<file path="config.mk">
export PLATFORM = sky130hd
export DESIGN_NAME = pitch_stability_calibrator_flat
export DESIGN_NICKNAME = d
export VERILOG_FILES = /design/src/hdl/pcal_pkg.sv /design/src/hdl/pcal_ifs.sv /design/src/hdl/pitch_stability_calibrator.sv /design/src/hdl/pcal_front.sv /design/src/hdl/pcal_queue.sv /design/src/hdl/pcal_back.sv /design/src/hdl/pcal_post.sv /design/src/flat_wrapper.sv
export SDC_FILE = /design/constraint.sdc
export NUM_CORES = 2
export LEC_CHECK = 0
export ABC_AREA = 1
export BUFFER_PORTS_ARGS = -buffer_cell sky130_fd_sc_hd__buf_2
export CAP_MARGIN = 20
export CORE_ASPECT_RATIO = 1.1
export CORE_MARGIN = 2
export CORE_UTILIZATION = 30
export CTS_CLUSTER_SIZE = 28
export DETAILED_ROUTE_END_ITERATION = 8
export GPL_ROUTABILITY_DRIVEN = 0
export MAX_ROUTING_LAYER = met4
export PLACE_DENSITY = 0.56
export SLEW_MARGIN = 15
export SYNTH_ARGS = -nofsm -noshare
export SYNTH_HDL_FRONTEND = slang
export SYNTH_HIERARCHICAL = 1
export SYNTH_SLANG_ARGS = --single-unit
</file>
<file path="constraint.sdc">
create_clock -name clk -period 28 [get_ports clk]
set_input_delay 5.6 -clock clk [delete_from_list [all_inputs] [get_ports clk]]
set_output_delay 5.6 -clock clk [all_outputs]
set_load 0.005 [all_outputs]
</file>
<file path="src/hdl/pcal_pkg.sv">
// ----------------------------------------------------------------------------
// Pitch stability calibrator package
// Shared types, register indexes, reset values and phase codes.
// ----------------------------------------------------------------------------
package pcal_pkg;

  // Configuration register indexes.
  localparam int CFG_IDX_W = 3;
  localparam int CFG_DATA_W = 32;
  localparam logic [CFG_IDX_W-1:0] CFG_MIN_PITCH   = 3'd0;
  localparam logic [CFG_IDX_W-1:0] CFG_MAX_PITCH   = 3'd1;
  localparam logic [CFG_IDX_W-1:0] CFG_VAR_TOL     = 3'd2;
  localparam logic [CFG_IDX_W-1:0] CFG_MISS_LIMIT  = 3'd3;
  localparam logic [CFG_IDX_W-1:0] CFG_CENTER_TOL  = 3'd4;
  localparam logic [CFG_IDX_W-1:0] CFG_LAUNCH_TGT  = 3'd5;

  // Register values after reset.
  localparam logic [15:0] RST_MIN_PITCH  = 16'd800;
  localparam logic [15:0] RST_MAX_PITCH  = 16'd32000;
  localparam logic [31:0] RST_VAR_TOL    = 32'd4096;
  localparam logic [7:0]  RST_MISS_LIMIT = 8'd10;
  localparam logic [15:0] RST_CENTER_TOL = 16'd320;
  localparam logic [15:0] RST_LAUNCH_TGT = 16'd0;

  // Calibration phases.
  localparam logic [1:0] PH_HIGH      = 2'd0;
  localparam logic [1:0] PH_LOW       = 2'd1;
  localparam logic [1:0] PH_CENTER    = 2'd2;
  localparam logic [1:0] PH_COUNTDOWN = 2'd3;

  // Note capture requests passed to the output stages.
  localparam logic [1:0] CAP_NONE = 2'd0;
  localparam logic [1:0] CAP_HIGH = 2'd1;
  localparam logic [1:0] CAP_LOW  = 2'd2;

  // Depth of the queue between the front and the back.
  localparam int QUEUE_DEPTH = 2;

  typedef struct packed {
    logic [15:0] min_pitch;
    logic [15:0] max_pitch;
    logic [31:0] var_tol;
    logic [7:0]  miss_limit;
    logic [15:0] center_tol;
    logic [15:0] launch_target;
  } cfg_t;

  // One classified frame: masked pitch and the result of the range gate.
  typedef struct packed {
    logic [15:0] pitch;
    logic        in_range;
  } frame_t;

  // Per-frame control handed from the back to the output stages.
  typedef struct packed {
    logic [1:0] phase;
    logic       found;
    logic [1:0] cap;
  } res_ctl_t;

endpackage

</file>
<file path="src/hdl/pcal_ifs.sv">
// ----------------------------------------------------------------------------
// Pitch stability calibrator channels
// Valid/ready interfaces for frames, results and configuration writes.
// ----------------------------------------------------------------------------

// Input frame channel.
interface pcal_in_if;
  logic        valid;
  logic        ready;
  logic [15:0] pitch;

  modport source (output valid, output pitch, input ready);
  modport sink   (input valid, input pitch, output ready);
endinterface

// Result channel.
interface pcal_out_if;
  logic        valid;
  logic        ready;
  logic [1:0]  phase;
  logic        found;
  logic [15:0] found_pitch;
  logic [15:0] high_pitch;
  logic [15:0] low_pitch;
  logic [15:0] center_pitch;

  modport source (output valid, output phase, output found, output found_pitch,
                  output high_pitch, output low_pitch, output center_pitch,
                  input ready);
  modport sink   (input valid, input phase, input found, input found_pitch,
                  input high_pitch, input low_pitch, input center_pitch,
                  output ready);
endinterface

// Configuration write channel.
interface pcal_cfg_if;
  logic                            valid;
  logic                            ready;
  logic [pcal_pkg::CFG_IDX_W-1:0]  index;
  logic [pcal_pkg::CFG_DATA_W-1:0] data;

  modport source (output valid, output index, output data, input ready);
  modport sink   (input valid, input index, input data, output ready);
endinterface

</file>
<file path="src/hdl/pitch_stability_calibrator.sv">
// Throughput: one frame per cycle while the result channel does not stall; the window
// update is combinational around one multiplier, and the window memory read is registered
// at the next pointer.
// Reset: synchronous, active low; clears the window state, the phase, the notes and
// all valid flags, and loads the configuration registers with their default values.
// ----------------------------------------------------------------------------
// Pitch stability calibrator
// Detects stable pitch over a sliding window and walks the high, low and
// centre calibration phases.
// ----------------------------------------------------------------------------
module pitch_stability_calibrator #(
  parameter int WINDOW_LENGTH = 16,
  parameter int PITCH_BITS    = 16
) (
  input  logic        clk,
  input  logic        rst_n,
  pcal_in_if.sink     in_ch,
  pcal_cfg_if.sink    cfg_ch,
  pcal_out_if.source  out_ch
);
  import pcal_pkg::*;

  localparam int PW   = (PITCH_BITS < 16) ? PITCH_BITS : 16;
  localparam int LOGN = $clog2(WINDOW_LENGTH);

  cfg_t               cfg;
  frame_t             frame;
  frame_t             head;
  res_ctl_t           res_ctl;
  logic               push;
  logic               q_full;
  logic               head_valid;
  logic               pop;
  logic               res_valid;
  logic               res_ready;
  logic [PW+LOGN:0]   res_sum;

  // Front: configuration and range gate.
  pcal_front #(
    .PITCH_W (PW)
  ) u_front (
    .clk    (clk),
    .rst_n  (rst_n),
    .in_ch  (in_ch),
    .cfg_ch (cfg_ch),
    .q_full (q_full),
    .push   (push),
    .frame  (frame),
    .cfg    (cfg)
  );

  // Queue between front and back.
  pcal_queue u_queue (
    .clk        (clk),
    .rst_n      (rst_n),
    .push       (push),
    .wr_data    (frame),
    .full       (q_full),
    .head_valid (head_valid),
    .head       (head),
    .pop        (pop)
  );

  // Back: sliding window and phase control.
  pcal_back #(
    .WINDOW_LENGTH (WINDOW_LENGTH),
    .PITCH_W       (PW)
  ) u_back (
    .clk        (clk),
    .rst_n      (rst_n),
    .cfg        (cfg),
    .head_valid (head_valid),
    .head       (head),
    .pop        (pop),
    .res_valid  (res_valid),
    .res_ready  (res_ready),
    .res_ctl    (res_ctl),
    .res_sum    (res_sum)
  );

  // Output stages: mean, notes and result register.
  pcal_post #(
    .WINDOW_LENGTH (WINDOW_LENGTH),
    .PITCH_W       (PW)
  ) u_post (
    .clk       (clk),
    .rst_n     (rst_n),
    .res_valid (res_valid),
    .res_ready (res_ready),
    .res_ctl   (res_ctl),
    .res_sum   (res_sum),
    .out_ch    (out_ch)
  );

endmodule

</file>
<file path="src/hdl/pcal_front.sv">
// ----------------------------------------------------------------------------
// Pitch stability calibrator front
// Holds the configuration registers, masks each frame and applies the range
// gate before pushing the frame into the queue.
// ----------------------------------------------------------------------------
module pcal_front #(
  parameter int PITCH_W = 16
) (
  input  logic              clk,
  input  logic              rst_n,
  pcal_in_if.sink           in_ch,
  pcal_cfg_if.sink          cfg_ch,
  input  logic              q_full,
  output logic              push,
  output pcal_pkg::frame_t  frame,
  output pcal_pkg::cfg_t    cfg
);
  import pcal_pkg::*;

  localparam logic [15:0] PITCH_MASK = 16'((32'd1 << PITCH_W) - 32'd1);

  cfg_t        cfg_r;
  logic [15:0] pitch_m;

  // Configuration writes are always taken.
  assign cfg_ch.ready = 1'b1;

  always_ff @(posedge clk) begin
    if (!rst_n) begin
      cfg_r.min_pitch     <= RST_MIN_PITCH;
      cfg_r.max_pitch     <= RST_MAX_PITCH;
      cfg_r.var_tol       <= RST_VAR_TOL;
      cfg_r.miss_limit    <= RST_MISS_LIMIT;
      cfg_r.center_tol    <= RST_CENTER_TOL;
      cfg_r.launch_target <= RST_LAUNCH_TGT;
    end else if (cfg_ch.valid) begin
      unique case (cfg_ch.index)
        CFG_MIN_PITCH:  cfg_r.min_pitch     <= cfg_ch.data[15:0];
        CFG_MAX_PITCH:  cfg_r.max_pitch     <= cfg_ch.data[15:0];
        CFG_VAR_TOL:    cfg_r.var_tol       <= cfg_ch.data;
        CFG_MISS_LIMIT: cfg_r.miss_limit    <= cfg_ch.data[7:0];
        CFG_CENTER_TOL: cfg_r.center_tol    <= cfg_ch.data[15:0];
        CFG_LAUNCH_TGT: cfg_r.launch_target <= cfg_ch.data[15:0];
        default: begin
        end
      endcase
    end
  end

  assign cfg = cfg_r;

  // A frame is taken whenever the queue has room.
  assign in_ch.ready = !q_full;
  assign push        = in_ch.valid && !q_full;

  // Mask to the pitch width and classify against the accepted range.
  assign pitch_m        = in_ch.pitch & PITCH_MASK;
  assign frame.pitch    = pitch_m;
  assign frame.in_range = (pitch_m >= cfg_r.min_pitch) && (pitch_m <= cfg_r.max_pitch);

endmodule

</file>
<file path="src/hdl/pcal_queue.sv">
// ----------------------------------------------------------------------------
// Pitch stability calibrator queue
// Short first-in first-out queue of classified frames between front and back.
// ----------------------------------------------------------------------------
module pcal_queue (
  input  logic              clk,
  input  logic              rst_n,
  input  logic              push,
  input  pcal_pkg::frame_t  wr_data,
  output logic              full,
  output logic              head_valid,
  output pcal_pkg::frame_t  head,
  input  logic              pop
);
  import pcal_pkg::*;

  localparam int PTR_W = (QUEUE_DEPTH > 1) ? $clog2(QUEUE_DEPTH) : 1;
  localparam int CNT_W = $clog2(QUEUE_DEPTH + 1);
  localparam logic [PTR_W-1:0] PTR_LAST = PTR_W'(QUEUE_DEPTH - 1);
  localparam logic [CNT_W-1:0] CNT_FULL = CNT_W'(QUEUE_DEPTH);

  frame_t            slot_r [QUEUE_DEPTH];
  logic [PTR_W-1:0]  wr_ptr_r;
  logic [PTR_W-1:0]  rd_ptr_r;
  logic [CNT_W-1:0]  count_r;
  logic              do_push;
  logic              do_pop;

  assign full       = (count_r == CNT_FULL);
  assign head_valid = (count_r != '0);
  assign head       = slot_r[rd_ptr_r];
  assign do_push    = push && !full;
  assign do_pop     = pop && head_valid;

  // Pointers and fill level.
  always_ff @(posedge clk) begin
    if (!rst_n) begin
      wr_ptr_r <= '0;
      rd_ptr_r <= '0;
      count_r  <= '0;
    end else begin
      if (do_push) begin
        wr_ptr_r <= (wr_ptr_r == PTR_LAST) ? '0 : wr_ptr_r + PTR_W'(1);
      end
      if (do_pop) begin
        rd_ptr_r <= (rd_ptr_r == PTR_LAST) ? '0 : rd_ptr_r + PTR_W'(1);
      end
      if (do_push && !do_pop) begin
        count_r <= count_r + CNT_W'(1);
      end else if (do_pop && !do_push) begin
        count_r <= count_r - CNT_W'(1);
      end
    end
  end

  // Frame storage.
  always_ff @(posedge clk) begin
    if (do_push) begin
      slot_r[wr_ptr_r] <= wr_data;
    end
  end

endmodule

</file>
<file path="src/hdl/pcal_back.sv">
// ----------------------------------------------------------------------------
// Pitch stability calibrator back
// Runs the sliding window: the window memory, the running sum, the running
// spread N*sumsq - sum^2, the miss counter and the calibration phase.
// ----------------------------------------------------------------------------
module pcal_back #(
  parameter int WINDOW_LENGTH = 16,
  parameter int PITCH_W       = 16
) (
  input  logic                                       clk,
  input  logic                                       rst_n,
  input  pcal_pkg::cfg_t                             cfg,
  input  logic                                       head_valid,
  input  pcal_pkg::frame_t                           head,
  output logic                                       pop,
  output logic                                       res_valid,
  input  logic                                       res_ready,
  output pcal_pkg::res_ctl_t                         res_ctl,
  output logic [PITCH_W + $clog2(WINDOW_LENGTH):0]   res_sum
);
  import pcal_pkg::*;

  localparam int LOGN = $clog2(WINDOW_LENGTH);
  localparam int AW   = LOGN;
  localparam int FW   = $clog2(WINDOW_LENGTH + 1);
  localparam int SW   = PITCH_W + LOGN;
  localparam int RW   = SW + 1;
  localparam int DW   = 2 * PITCH_W + 2 * LOGN;
  localparam int FXW  = PITCH_W + LOGN + 3;
  localparam int PRW  = PITCH_W + 1 + FXW;
  localparam int XW   = DW + 5;
  localparam int BW   = 32 + 2 * LOGN;
  localparam int CW   = (DW > BW) ? DW : BW;
  localparam int TW   = 17 + LOGN;
  localparam int NN   = WINDOW_LENGTH * WINDOW_LENGTH;

  localparam logic [FW-1:0] FILL_FULL = FW'(WINDOW_LENGTH);
  localparam logic [FW-1:0] FILL_LAST = FW'(WINDOW_LENGTH - 1);
  localparam logic [AW-1:0] PTR_LAST  = AW'(WINDOW_LENGTH - 1);
  localparam logic [RW-1:0] HALF_N    = RW'(WINDOW_LENGTH / 2);

  // Window memory and its registered read port.
  logic [PITCH_W-1:0] win_mem [WINDOW_LENGTH];
  logic [PITCH_W-1:0] rd_data_r;

  // Window state.
  logic [1:0]     phase_r,  phase_nxt;
  logic [FW-1:0]  fill_r,   fill_nxt;
  logic [AW-1:0]  wp_r,     wp_nxt;
  logic [SW-1:0]  sum_r,    sum_nxt;
  logic [DW-1:0]  spread_r, spread_nxt;
  logic [7:0]     miss_r,   miss_nxt;

  // Bounds derived from configuration.
  logic [BW-1:0]  var_bound_r;
  logic [TW-1:0]  lo_bound_r;
  logic [TW-1:0]  hi_bound_r;
  logic           tgt_nz_r;
  logic [16:0]    tgt_inc;
  logic [16:0]    lo_base;
  logic [16:0]    hi_base;

  // Datapath.
  logic                   take;
  logic                   full;
  logic                   full_after;
  logic [PITCH_W-1:0]     pitch;
  logic [PITCH_W-1:0]     old;
  logic signed [PITCH_W:0] diff;
  logic [PITCH_W:0]       psum;
  logic [FXW-1:0]         n_psum;
  logic signed [FXW-1:0]  fx;
  logic signed [PRW-1:0]  prod;
  logic signed [XW-1:0]   spread_sum;
  logic [DW-1:0]          spread_upd;
  logic [SW-1:0]          sum_upd;
  logic [RW-1:0]          rsum;
  logic                   var_ok;
  logic                   near;
  logic [7:0]             miss_inc;
  logic                   we;
  logic                   clear;
  logic                   found;
  logic [1:0]             cap;

  assign take      = head_valid && res_ready;
  assign pop       = take;
  assign res_valid = head_valid;

  // Bounds: tolerance * N^2 for the spread, and the mean window around the launch target
  // scaled by N so it compares directly with the rounded sum.
  assign tgt_inc = {1'b0, cfg.launch_target} + 17'd1;
  assign lo_base = (tgt_inc > {1'b0, cfg.center_tol}) ?
                   (tgt_inc - {1'b0, cfg.center_tol}) : '0;
  assign hi_base = {1'b0, cfg.launch_target} + {1'b0, cfg.center_tol};

  always_ff @(posedge clk) begin
    var_bound_r <= BW'(cfg.var_tol) * BW'(NN);
    lo_bound_r  <= TW'(lo_base) * TW'(WINDOW_LENGTH);
    hi_bound_r  <= TW'(hi_base) * TW'(WINDOW_LENGTH);
    tgt_nz_r    <= (cfg.launch_target != '0);
  end

  // Incremental spread update: with d = new - old,
  // spread' = spread + d * (N*(new + old) - 2*sum - d).
  assign pitch      = head.pitch[PITCH_W-1:0];
  assign full       = (fill_r == FILL_FULL);
  assign full_after = full || (fill_r == FILL_LAST);
  assign old        = full ? rd_data_r : '0;
  assign diff       = $signed({1'b0, pitch}) - $signed({1'b0, old});
  assign psum       = {1'b0, pitch} + {1'b0, old};
  assign n_psum     = FXW'(psum) * FXW'(WINDOW_LENGTH);
  assign fx         = $signed(n_psum) - $signed(FXW'({sum_r, 1'b0})) - FXW'(diff);
  assign prod       = diff * fx;
  assign spread_sum = $signed(XW'(spread_r)) + XW'(prod);
  assign spread_upd = spread_sum[DW-1:0];
  assign sum_upd    = sum_r + SW'(pitch) - SW'(old);
  assign rsum       = RW'(sum_upd) + HALF_N;

  // Stability test and the distance test against the launch target.
  assign var_ok   = CW'(spread_upd) < CW'(var_bound_r);
  assign near     = tgt_nz_r && (TW'(rsum) >= lo_bound_r) && (TW'(rsum) < hi_bound_r);
  assign miss_inc = (miss_r == 8'hFF) ? miss_r : miss_r + 8'd1;

  // Next state for one frame.
  always_comb begin
    phase_nxt  = phase_r;
    fill_nxt   = fill_r;
    wp_nxt     = wp_r;
    sum_nxt    = sum_r;
    spread_nxt = spread_r;
    miss_nxt   = miss_r;
    we         = 1'b0;
    clear      = 1'b0;
    found      = 1'b0;
    cap        = CAP_NONE;
    if (take && (phase_r != PH_COUNTDOWN)) begin
      if (head.in_range) begin
        we         = 1'b1;
        miss_nxt   = '0;
        fill_nxt   = full ? fill_r : fill_r + FW'(1);
        wp_nxt     = (wp_r == PTR_LAST) ? '0 : wp_r + AW'(1);
        sum_nxt    = sum_upd;
        spread_nxt = spread_upd;
        if (full_after && var_ok) begin
          found = 1'b1;
          unique case (phase_r)
            PH_HIGH: begin
              cap       = CAP_HIGH;
              phase_nxt = PH_LOW;
              clear     = 1'b1;
            end
            PH_LOW: begin
              cap       = CAP_LOW;
              phase_nxt = PH_CENTER;
              clear     = 1'b1;
            end
            PH_CENTER: begin
              if (near) begin
                phase_nxt = PH_COUNTDOWN;
              end
            end
            default: begin
            end
          endcase
        end
      end else begin
        miss_nxt = miss_inc;
        if (miss_inc > cfg.miss_limit) begin
          clear = 1'b1;
        end
      end
      if (clear) begin
        fill_nxt   = '0;
        wp_nxt     = '0;
        sum_nxt    = '0;
        spread_nxt = '0;
        miss_nxt   = '0;
      end
    end
  end

  always_ff @(posedge clk) begin
    if (!rst_n) begin
      phase_r  <= PH_HIGH;
      fill_r   <= '0;
      wp_r     <= '0;
      sum_r    <= '0;
      spread_r <= '0;
      miss_r   <= '0;
    end else begin
      phase_r  <= phase_nxt;
      fill_r   <= fill_nxt;
      wp_r     <= wp_nxt;
      sum_r    <= sum_nxt;
      spread_r <= spread_nxt;
      miss_r   <= miss_nxt;
    end
  end

  // The read port fetches the entry the next frame will overwrite.
  always_ff @(posedge clk) begin
    if (we) begin
      win_mem[wp_r] <= pitch;
    end
    rd_data_r <= win_mem[wp_nxt];
  end

  assign res_ctl.phase = phase_nxt;
  assign res_ctl.found = found;
  assign res_ctl.cap   = cap;
  assign res_sum       = rsum;

endmodule

</file>
<file path="src/hdl/pcal_post.sv">
// ----------------------------------------------------------------------------
// Pitch stability calibrator output stages
// Divides the rounded sum by the window length, captures the notes, forms
// the centre pitch and holds the result beat in the output register.
// ----------------------------------------------------------------------------
module pcal_post #(
  parameter int WINDOW_LENGTH = 16,
  parameter int PITCH_W       = 16
) (
  input  logic                                      clk,
  input  logic                                      rst_n,
  input  logic                                      res_valid,
  output logic                                      res_ready,
  input  pcal_pkg::res_ctl_t                        res_ctl,
  input  logic [PITCH_W + $clog2(WINDOW_LENGTH):0]  res_sum,
  pcal_out_if.source                                out_ch
);
  import pcal_pkg::*;

  localparam int LOGN = $clog2(WINDOW_LENGTH);
  localparam int RW   = PITCH_W + LOGN + 1;
  localparam int KSH  = RW + LOGN;
  localparam int MW   = RW + 2;
  localparam int PW2  = RW + MW;
  // Reciprocal of N, exact for every sum of RW bits after the shift by KSH.
  localparam logic [63:0] RECIP_FULL =
    ((64'd1 << KSH) + 64'(WINDOW_LENGTH) - 64'd1) / 64'(WINDOW_LENGTH);
  localparam logic [MW-1:0] RECIP = RECIP_FULL[MW-1:0];

  logic              s1_v_r;
  res_ctl_t          s1_ctl_r;
  logic [RW-1:0]     s1_sum_r;
  logic              s2_v_r;
  res_ctl_t          s2_ctl_r;
  logic [PW2-1:0]    s2_prod_r;
  logic              out_v_r;
  logic [1:0]        phase_r;
  logic              found_r;
  logic [15:0]       found_pitch_r;
  logic [15:0]       high_out_r;
  logic [15:0]       low_out_r;
  logic [15:0]       center_r;
  logic [15:0]       high_r, high_nxt;
  logic [15:0]       low_r,  low_nxt;
  logic [15:0]       mean;
  logic [16:0]       note_sum;
  logic              out_rdy;
  logic              s2_rdy;
  logic              s1_rdy;
  logic              adv_out;

  // Stage handshakes: a stage moves when it is empty or its successor moves.
  assign out_rdy   = !out_v_r || out_ch.ready;
  assign s2_rdy    = !s2_v_r || out_rdy;
  assign s1_rdy    = !s1_v_r || s2_rdy;
  assign res_ready = s1_rdy;
  assign adv_out   = s2_v_r && out_rdy;

  // Mean from the registered product, then note capture and centre.
  assign mean     = 16'(s2_prod_r[KSH +: PITCH_W]);
  assign high_nxt = (s2_ctl_r.cap == CAP_HIGH) ? mean : high_r;
  assign low_nxt  = (s2_ctl_r.cap == CAP_LOW) ? mean : low_r;
  assign note_sum = {1'b0, high_nxt} + {1'b0, low_nxt};

  always_ff @(posedge clk) begin
    if (!rst_n) begin
      s1_v_r  <= 1'b0;
      s2_v_r  <= 1'b0;
      out_v_r <= 1'b0;
      high_r  <= '0;
      low_r   <= '0;
    end else begin
      if (s1_rdy) begin
        s1_v_r <= res_valid;
      end
      if (s2_rdy) begin
        s2_v_r <= s1_v_r;
      end
      if (out_rdy) begin
        out_v_r <= s2_v_r;
      end
      if (adv_out) begin
        high_r <= high_nxt;
        low_r  <= low_nxt;
      end
    end
  end

  // Payload registers of the three stages.
  always_ff @(posedge clk) begin
    if (s1_rdy && res_valid) begin
      s1_ctl_r <= res_ctl;
      s1_sum_r <= res_sum;
    end
    if (s2_rdy && s1_v_r) begin
      s2_ctl_r  <= s1_ctl_r;
      s2_prod_r <= {{MW{1'b0}}, s1_sum_r} * {{RW{1'b0}}, RECIP};
    end
    if (adv_out) begin
      phase_r       <= s2_ctl_r.phase;
      found_r       <= s2_ctl_r.found;
      found_pitch_r <= s2_ctl_r.found ? mean : '0;
      high_out_r    <= high_nxt;
      low_out_r     <= low_nxt;
      center_r      <= note_sum[16:1];
    end
  end

  assign out_ch.valid        = out_v_r;
  assign out_ch.phase        = phase_r;
  assign out_ch.found        = found_r;
  assign out_ch.found_pitch  = found_pitch_r;
  assign out_ch.high_pitch   = high_out_r;
  assign out_ch.low_pitch    = low_out_r;
  assign out_ch.center_pitch = center_r;

endmodule

</file>
<file path="src/flat_wrapper.sv">
// flat-port wrapper written by rule: the top's interface ports become plain ports
module pitch_stability_calibrator_flat import pcal_pkg::*;
#(
  parameter int WINDOW_LENGTH = 16,
  parameter int PITCH_BITS    = 16
)
  (clk, rst_n, in_ch_valid, in_ch_pitch, in_ch_ready, cfg_ch_valid, cfg_ch_index, cfg_ch_data, cfg_ch_ready, out_ch_valid, out_ch_phase, out_ch_found, out_ch_found_pitch, out_ch_high_pitch, out_ch_low_pitch, out_ch_center_pitch, out_ch_ready);
  pcal_in_if in_ch_i ();
  pcal_cfg_if cfg_ch_i ();
  pcal_out_if out_ch_i ();
  input  logic clk;
  input  logic rst_n;
  input wire logic [$bits(in_ch_i.valid)-1:0] in_ch_valid;
  input wire logic [$bits(in_ch_i.pitch)-1:0] in_ch_pitch;
  output wire logic [$bits(in_ch_i.ready)-1:0] in_ch_ready;
  input wire logic [$bits(cfg_ch_i.valid)-1:0] cfg_ch_valid;
  input wire logic [$bits(cfg_ch_i.index)-1:0] cfg_ch_index;
  input wire logic [$bits(cfg_ch_i.data)-1:0] cfg_ch_data;
  output wire logic [$bits(cfg_ch_i.ready)-1:0] cfg_ch_ready;
  output wire logic [$bits(out_ch_i.valid)-1:0] out_ch_valid;
  output wire logic [$bits(out_ch_i.phase)-1:0] out_ch_phase;
  output wire logic [$bits(out_ch_i.found)-1:0] out_ch_found;
  output wire logic [$bits(out_ch_i.found_pitch)-1:0] out_ch_found_pitch;
  output wire logic [$bits(out_ch_i.high_pitch)-1:0] out_ch_high_pitch;
  output wire logic [$bits(out_ch_i.low_pitch)-1:0] out_ch_low_pitch;
  output wire logic [$bits(out_ch_i.center_pitch)-1:0] out_ch_center_pitch;
  input wire logic [$bits(out_ch_i.ready)-1:0] out_ch_ready;
  assign in_ch_i.valid = in_ch_valid;
  assign in_ch_i.pitch = in_ch_pitch;
  assign in_ch_ready = in_ch_i.ready;
  assign cfg_ch_i.valid = cfg_ch_valid;
  assign cfg_ch_i.index = cfg_ch_index;
  assign cfg_ch_i.data = cfg_ch_data;
  assign cfg_ch_ready = cfg_ch_i.ready;
  assign out_ch_valid = out_ch_i.valid;
  assign out_ch_phase = out_ch_i.phase;
  assign out_ch_found = out_ch_i.found;
  assign out_ch_found_pitch = out_ch_i.found_pitch;
  assign out_ch_high_pitch = out_ch_i.high_pitch;
  assign out_ch_low_pitch = out_ch_i.low_pitch;
  assign out_ch_center_pitch = out_ch_i.center_pitch;
  assign out_ch_i.ready = out_ch_ready;
  pitch_stability_calibrator #(.WINDOW_LENGTH(WINDOW_LENGTH), .PITCH_BITS(PITCH_BITS)) u_core (.clk(clk), .rst_n(rst_n), .in_ch(in_ch_i), .cfg_ch(cfg_ch_i), .out_ch(out_ch_i));
endmodule
</file>
==> flow_metrics.env <==
export IMPL_status="finished clean"
export IMPL_cts_resized=0
export IMPL_rrSetupSlack_ns=10.99
export IMPL_grt_pass1_vias=40530
export IMPL_reg2regPathDepth=65
export IMPL_crit_fanout=95
export IMPL_place_hpwl_um=113000
export IMPL_nets=7042
export IMPL_fp_dieH_um=443.8
export IMPL_rsz0062_at_grt="no"
export IMPL_h_tree_depth=3
export IMPL_hold_end="u_core/u_back/var_bound_r[38]"
export IMPL_syn_inst=6105
export IMPL_period_share_pct=60.75
export IMPL_cp_data_arrival_time_ns=17.54
export IMPL_min_path_type="reg -> reg"
export IMPL_antenna_found_initial=2
export IMPL_grt_max_degree=110
export IMPL_grt_pass1_wl_um=234200
export IMPL_finalHoldViolations=0
export IMPL_viasPerCell=4.720
export IMPL_cts_root_buf="clkbuf_16"
export IMPL_endpoint_kind="register"
export IMPL_cts_reportedPaths_clkPinSlew_ns=0.06
export IMPL_wirelength_um=148800
export IMPL_fin_setup_tns_ns=0
export IMPL_dp_cells=8367
export IMPL_row_count=161
export IMPL_avgSynthCellArea_um2=8.639
export IMPL_clock_sinks=705
export IMPL_layout_commonest_cell="inv_1"
export IMPL_clock_latency_ns=0.69
export IMPL_area_growth_pct=11.05
export IMPL_cpMaxStageDelayCell="dfxtp_1"
export IMPL_max_cap_violations=0
export IMPL_hold_depth=0
export IMPL_wl_per_cell_um=17.46
export IMPL_drtIter0Drc=3046
export IMPL_worst_pin_slew_ns=1.029
export IMPL_start_util_pct=30.16
export IMPL_core_mm2=0.1749
export IMPL_track_usage_pct=17.12
export IMPL_via_count=40220
export IMPL_netlist_area_mm2=0.05274
export IMPL_worstHoldStart="u_core/u_front/cfg[70]"
export IMPL_cts_buffers=82
export IMPL_grt_overflow=0
export IMPL_fin_skew_ns=0.04636
export IMPL_critPathKind="reg -> reg"
export IMPL_io_buffers=124
export IMPL_worstSetupStartpointType="register"
export IMPL_drive_above_1_share_pct=7.406
export IMPL_cts_setup_buffers=0
export IMPL_reg2reg_to="u_core/u_back/rd_data_r[14]"
export IMPL_ctsLongestPathBuffers=3
export IMPL_dieArea_mm2=0.1792
export IMPL_synth_nets=6978
export IMPL_drt_drc_violations_left=0
export IMPL_mostFrequentLayoutCells="inv_1, nand2_1, nor2_1"
export IMPL_setup_violations=0
export IMPL_crit_top_cell="nand2_1"
export IMPL_cp_required_ns=28.53
export IMPL_max_freq_mhz=58.79
export IMPL_hold_buffers=0
export IMPL_drtAntennaViolNets=0
export IMPL_cts_tree="yes"
export IMPL_final_max_slew_violation_count=0
export IMPL_die_w_um=403.8
export IMPL_finalCriticalPeriod_ns=17.01
export IMPL_instances_no_fill=8522
export IMPL_nFillCells=18240
export IMPL_ys_warn_count=6
export IMPL_io_pins=126
export IMPL_critPathMaxStageDelay_ns=0.93
export IMPL_max_slew_margin_rel_pct=31.39
export IMPL_firstDrtPassIters=8
[worst max-delay path: cells and delay by family (launching register included)]
kind / cells / cell delay, ns
multiplexers: 1 / 0.58
buffers and inverters: 10 / 2.08
XOR/XNOR: 4 / 0.90
AO/OA/AOI/OAI: 12 / 2.34
flip-flops: 1 / 0.93
AND/OR/NAND/NOR: 27 / 5.36
adder cells (fa/ha/maj): 11 / 4.54
[worst max path at each step]
stage	from	end	slack [ns]	depth (start not counted)
2_1_floorplan	u_core/u_back/fill_r[0]	u_core/u_back/rd_data_r[10]	15.65	71
3_3_place_gp	register	u_core/u_back/rd_data_r[7]	11.33	67
3_5_place_dp	register	u_core/u_back/rd_data_r[14]	11.11	66
4_1_cts	register	u_core/u_back/rd_data_r[14]	10.93	66
5_1_grt	register	u_core/u_back/rd_data_r[11]	9.65	65
6_report	register	u_core/u_back/rd_data_r[14]	10.99	65
[cell type report]
cell class,count,area [um2],area share (%)
well taps,2282,2855,4.875
flip-flops and latches,705,18110,30.92
diodes,2,5.005,0.008545
repair buffers,182,1062,1.814
multi-input cells,3920,28800,49.17
clock inverters,46,629.4,1.075
clock buffers,107,2298,3.924
inverters,1278,4816,8.222
[layer usage]
layer / track usage, % / share of wire (%) / vias to the layer above
met5: - / 0 / -
met4: 5.431 / 3.4 / 0
met3: 2.180 / 5.8 / 244
met2: 26.93 / 46 / 1168
met1: 22.88 / 45 / 19500
li1: - / - / 19310
[metrics by stage]
stage	worst slack, ns	hold slack (ns)	area [um2]	util (%)
finish	10.99	0.3471	58570	33.50
global route	9.654	0.3540	58570	33.49
CTS	10.93	0.3493	58560	33.49
detailed placement	11.11	0.3330	55630	31.82
global placement	11.33	0.3324	55630	31.82
floorplan	15.65	0.3259	52740	-
[sequential cells by signal, summed over array words and instances, names as in the netlist, 17 cells and up, named ones only]
| name | flops |
|---|---|
| u_core/u_back/win_mem | 256 |
| u_core/u_back/sum_r | 20 |
| u_core/u_back/hi_bound_r | 17 |
| u_core/u_queue/slot_r | 34 |
| u_core/u_back/var_bound_r | 32 |
| u_core/u_back/spread_r | 40 |
| u_core/u_back/lo_bound_r | 17 |
| u_core/u_front/cfg | 104 |
Power is not shown: default switching activity piles up to over one toggle a cycle in this logic, so the estimate is an artifact.
